===== config.mk =====
export PLATFORM = sky130hd
export DESIGN_NAME = mirs_sdiv
export DESIGN_NICKNAME = d
export VERILOG_FILES = /design/src/rtl/core/mirs_pkg.sv /design/src/rtl/core/mirs_sdiv.sv
export SDC_FILE = /design/constraint.sdc
export NUM_CORES = 1
export LEC_CHECK = 0
export ABC_AREA = 0
export BUFFER_PORTS_ARGS = -buffer_cell sky130_fd_sc_hd__buf_4
export CAP_MARGIN = 20
export CORE_MARGIN = 4
export CORE_UTILIZATION = 40
export CTS_BUF_LIST = sky130_fd_sc_hd__clkbuf_4 sky130_fd_sc_hd__clkbuf_8
export CTS_CLUSTER_DIAMETER = 100
export DETAILED_ROUTE_END_ITERATION = 10
export GPL_TIMING_DRIVEN = 0
export PLACE_DENSITY_LB_ADDON = 0.25
export SLEW_MARGIN = 20
export SYNTH_ARGS = -nofsm -noshare
export SYNTH_HDL_FRONTEND = slang
export SYNTH_SLANG_ARGS = --single-unit

===== constraint.sdc =====
create_clock -name clk -period 39.1 [get_ports clk]
set_input_delay 5.865 -clock clk [delete_from_list [all_inputs] [get_ports clk]]
set_output_delay 5.865 -clock clk [all_outputs]
set_load 0.005 [all_outputs]

===== src/rtl/core/mirs_pkg.sv =====
// ----------------------------------------------------------------------
// mirs_pkg
// Shared types, constants and Q32.32 helpers for the mu(I) stress pipe.
// ----------------------------------------------------------------------
package mirs_pkg;

  typedef struct packed {
    logic [63:0] strain_xx;
    logic [63:0] strain_yy;
    logic [63:0] strain_zz;
    logic [63:0] strain_xy;
    logic [63:0] strain_yz;
    logic [63:0] strain_xz;
    logic [63:0] pressure_old;
    logic [63:0] pressure_new;
  } in_t;

  typedef struct packed {
    logic [63:0] stress_xx;
    logic [63:0] stress_yy;
    logic [63:0] stress_zz;
    logic [63:0] stress_xy;
    logic [63:0] stress_yz;
    logic [63:0] stress_xz;
    logic [62:0] viscosity;
  } out_t;

  typedef logic [2:0] cfg_idx_t;

  typedef enum logic [2:0] {
    CFG_MU_S  = 3'd0,
    CFG_MU_D  = 3'd1,
    CFG_I0    = 3'd2,
    CFG_DIA   = 3'd3,
    CFG_RHO   = 3'd4,
    CFG_REG   = 3'd5,
    CFG_THETA = 3'd6
  } cfg_reg_t;

  localparam logic [63:0] Q_ONE = 64'h0000_0001_0000_0000;
  localparam logic [63:0] SMAX  = 64'h7FFF_FFFF_FFFF_FFFF;
  localparam logic [63:0] SMIN  = 64'h8000_0000_0000_0000;
  localparam logic [63:0] P_TOL = 64'hFFFF_FFFF_FFFF_FE53;

  // unit latencies in cycles
  localparam int L_MUL  = 2;
  localparam int L_DIV  = 96;
  localparam int L_SQRT = 48;
  localparam int L_SDIV = 8;
  localparam int N_TERM = 20;
  localparam int N_E1   = 31;
  localparam int L_EXP  = N_TERM * (L_MUL + L_SDIV) + L_DIV + N_E1 * L_MUL;

  function automatic logic [63:0] f_mag(input logic [63:0] v);
    return v[63] ? (~v + 64'd1) : v;
  endfunction

  function automatic logic [63:0] f_tosig(input logic [63:0] m, input logic neg);
    if (!neg) return (m > SMAX) ? SMAX : m;
    return (m >= SMIN) ? SMIN : (~m + 64'd1);
  endfunction

  function automatic logic [63:0] f_addu(input logic [63:0] a, input logic [63:0] b);
    logic [64:0] s;
    s = {1'b0, a} + {1'b0, b};
    return s[64] ? '1 : s[63:0];
  endfunction

  function automatic logic [63:0] f_adds(input logic [63:0] a, input logic [63:0] b);
    logic [63:0] r;
    r = a + b;
    if (a[63] == b[63] && r[63] != a[63]) return a[63] ? SMIN : SMAX;
    return r;
  endfunction

  function automatic logic [63:0] f_subs(input logic [63:0] a, input logic [63:0] b);
    logic [63:0] r;
    r = a - b;
    if (a[63] != b[63] && r[63] != a[63]) return a[63] ? SMIN : SMAX;
    return r;
  endfunction

  // elaboration-time helpers for the exp(-1) constant
  function automatic logic [63:0] f_div_small(input logic [63:0] x, input logic [4:0] d);
    logic [5:0]  r;
    logic [63:0] w;
    r = '0;
    w = x;
    for (int i = 0; i < 64; i++) begin
      r = {r[4:0], w[63]};
      w = {w[62:0], 1'b0};
      if (r >= {1'b0, d}) begin
        r    = r - {1'b0, d};
        w[0] = 1'b1;
      end
    end
    return w;
  endfunction

  function automatic logic [63:0] f_qdiv(input logic [63:0] a, input logic [63:0] b);
    logic [64:0] rs;
    logic [63:0] r;
    logic [63:0] q;
    logic        ovf;
    logic        bitin;
    r   = '0;
    q   = '0;
    ovf = 1'b0;
    for (int i = 95; i >= 0; i--) begin
      if (i >= 32) bitin = a[i-32];
      else bitin = 1'b0;
      rs = {r, bitin};
      if (rs >= {1'b0, b}) begin
        rs = rs - {1'b0, b};
        q  = {q[62:0], 1'b1};
        if (i >= 64) ovf = 1'b1;
      end else begin
        q = {q[62:0], 1'b0};
      end
      r = rs[63:0];
    end
    return ovf ? '1 : q;
  endfunction

  function automatic logic [63:0] f_exp_one();
    logic [63:0] s;
    logic [63:0] t;
    s = Q_ONE;
    t = Q_ONE;
    for (int k = 1; k <= N_TERM; k++) begin
      t = f_div_small(t, 5'(k));
      s = s + t;
    end
    return s;
  endfunction

  localparam logic [63:0] E1 = f_qdiv(Q_ONE, f_exp_one());

endpackage


===== src/rtl/core/mirs_sdiv.sv =====
// ----------------------------------------------------------------------
// mirs_sdiv
// 64-bit integer divide by a small divisor, eight quotient bits a stage.
// ----------------------------------------------------------------------
module mirs_sdiv (
  input  logic        clk,
  input  logic        en,
  input  logic [63:0] x,
  input  logic [4:0]  d,
  output logic [63:0] q
);
  import mirs_pkg::*;

  typedef struct packed {
    logic [4:0]  rem;
    logic [63:0] w;
    logic [4:0]  d;
  } sst_t;

  sst_t st [0:L_SDIV-1];

  for (genvar j = 0; j < L_SDIV; j++) begin : g_stg
    sst_t cur;
    sst_t nxt;
    logic [5:0] r6;

    if (j == 0) begin : g_in
      assign cur = '{rem: 5'd0, w: x, d: d};
    end else begin : g_mid
      assign cur = st[j-1];
    end

    always_comb begin
      nxt = cur;
      r6  = '0;
      for (int s = 0; s < 8; s++) begin
        r6    = {nxt.rem, nxt.w[63]};
        nxt.w = {nxt.w[62:0], 1'b0};
        if (r6 >= {1'b0, cur.d}) begin
          r6       = r6 - {1'b0, cur.d};
          nxt.w[0] = 1'b1;
        end
        nxt.rem = r6[4:0];
      end
    end

    always_ff @(posedge clk) begin
      if (en) st[j] <= nxt;
    end
  end

  assign q = st[L_SDIV-1].w;

endmodule


==> out/results.txt <==
status: finished clean
mux share of post-synthesis cell area: 5.39%
CTS tree: done
slowest CP cell: o21ai_0
Avg Inst Size Synth: 12.7 um2
crit start category: input port
Gate Count Post-Synth: 2660
area delta synth->final: 13.6%
routed via count: 21200
Worst Path Required: 39560 ps
CP arrival: 20820 ps
initial antenna violation count: 2
main combinational cell family by area after synthesis: adder cells
commonest non-fill, non-tap cell in the layout: edfxtp_1
fin crit period: 20360 ps
CTS Hold Buffers Added: 0
setup TNS: 0 ps
die area: 88900 um2
highest net fanout along the worst path: 10
Final GP Congestion: 0.859
Yosys top cell area share: 51.9%
number of flip-flops in the largest register: 582
Detail Placement HPWL: 47300 um
largest net degree at the start of global routing: 109
io pins: 135
vias in the first global route: 22200
final hold violation count: 0
dpl ws: 18220 ps
Post-synth EDFFs: 582
Overflow after GRT: 0
Final setup viols: 0
simple-gate portion of the synthesized area: 6.93%
Clock Path Buffers: 3
final WL: 66900 um
Yosys cell types: 107
clock transition at the registers of the reported paths: 60 ps
share of cells above drive strength 1: 15.4%
H-tree depth: 3
Post-synth top flop: edfxtp_1
Via density: 5.22
slew of the pin with the lowest slew margin: 716 ps
asr flop ratio synth: 0%
drt first pass iters: 7
worst hold path type: reg2reg
maxcap violations: 0
initial core utilization: 40.3%
DR iter-0 viols: 1103
clock root buffer: clkbuf_8
Residual DRC: 0
synth warn: 0
Largest Register: st
net total in the final layout: 3353
most frequent CP cell: o21ai_0
Yosys top cell by area: edfxtp_1
GRT Total Usage: 15.0%
total CTS buffers: 102
fin worst setup slack: 18740 ps
clock sink count: 582
CORE AREA: 83600 um2
top post-synthesis cells by area: edfxtp_1, ha_1, fa_1
Hold Path Depth: 0
DR WL/cell: 16.5 um
register bit count reported by yosys: 582
xor/xnor cell area share of the yosys netlist: 4.19%
RSZ-0062 raised after global routing: no
filler cell count: 7506
post-synthesis adder-cell area fraction: 15.5%
Syn Std Cell Area: 33700 um2
CP endpoint kind: register
most frequent cells in the layout: edfxtp_1, ha_1, inv_1
first-pass GRT wire length: 110000 um
Worst path max stage delay: 520 ps
Setup Skew: 28.2 ps
Port Buffers: 134
die width: 298 um
Slew HR: 52.3%
Site Rows: 106
Final Slew Violations: 0
R2R setup slack: 22180 ps
Syn Nets: 3110
clock latency at the later pin of the worst-skew pair: 730 ps
post-synthesis compound-gate area fraction: 12.3%
biggest registers after layout: st (582)
R2R cell count: 68
Detail Route Antenna Nets: 0
critical path class: in2reg
Max Clock Freq: 49.1 MHz
Tcrit/Tclk final: 52.1%
post-cts resize count: 0
setup repair bufs after CTS: 0
die height: 298 um
sequential fraction of the synthesis area: 51.9%
[through the flow]
stage          cell area [um2]  std cells  util, %  hold slack [ps]
5_1_grt                  38200       4059     45.8              403
3_5_place_dp             36200       3879     43.3              405
2_1_floorplan            33700       2660        -              400
4_1_cts                  38200       4057     45.8              395
3_3_place_gp             36000       3874     43.1              401
6_report                 38200       4059     45.8              390
[per-layer routing]
layer  track usage (%)  wire, um  vias up
met5                 0         0        -
met4              5.26      1960        0
met3              3.11      2870      149
met2              25.8     32400      421
met1              18.8     29700    10200
li1                  -         -    10400
[worst paths after layout]
kind	from	to
setup / recovery	d[1]	st[0][72]$_DFFE_PP_
hold / removal	st[1][8]$_DFFE_PP_	st[1][90]$_DFFE_PP_
setup reg to reg	st[0][1]$_DFFE_PP_	st[0][146]$_DFFE_PP_
hold reg to reg	st[1][8]$_DFFE_PP_	st[1][90]$_DFFE_PP_
[synth_stat cells (48+ instances only)]
master / instances
a21oi_1: 174
nand2_1: 112
xor2_1: 57
ha_1: 317
fa_1: 62
o21ai_0: 94
edfxtp_1: 582
nor2b_1: 48
xnor2_1: 104
inv_1: 307
nor2_1: 83
a21o_1: 93
mux2i_1: 70
mux2_2: 93
[logic make-up after synthesis]
kind of cell	after synthesis
xor+xnor	161
fa+ha+maj	379
flops	582
compound gates	593
simple gates	442
mux	168
buf+inv	335
[layout make-up]
type | instances | area (um2) | area share, %
Antenna cell | 2 | 5.00 | 0.0131
Clock buffer | 126 | 1590 | 4.16
Timing Repair Buffer | 139 | 1150 | 3.01
Tap cell | 1080 | 1350 | 3.53
Inverter | 313 | 1170 | 3.07
Sequential cell | 582 | 17500 | 45.7
Clock inverter | 52 | 467 | 1.22
Buffer | 22 | 110 | 0.288
Multi-Input combinational cell | 1743 | 14900 | 39.0
[worst max-delay path: cells and delay by family]
family / cells / cell delay (ps)
AOI/OAI and AO/OA: 26 / 6440
adders and majority gates: 8 / 2710
buffers and inverters: 9 / 1360
muxes: 3 / 820
and+or+nand+nor: 18 / 3600
Power is left out: the tool's default activity adds up to more than one toggle a clock period on the data nets, which glitch-free logic cannot reach.
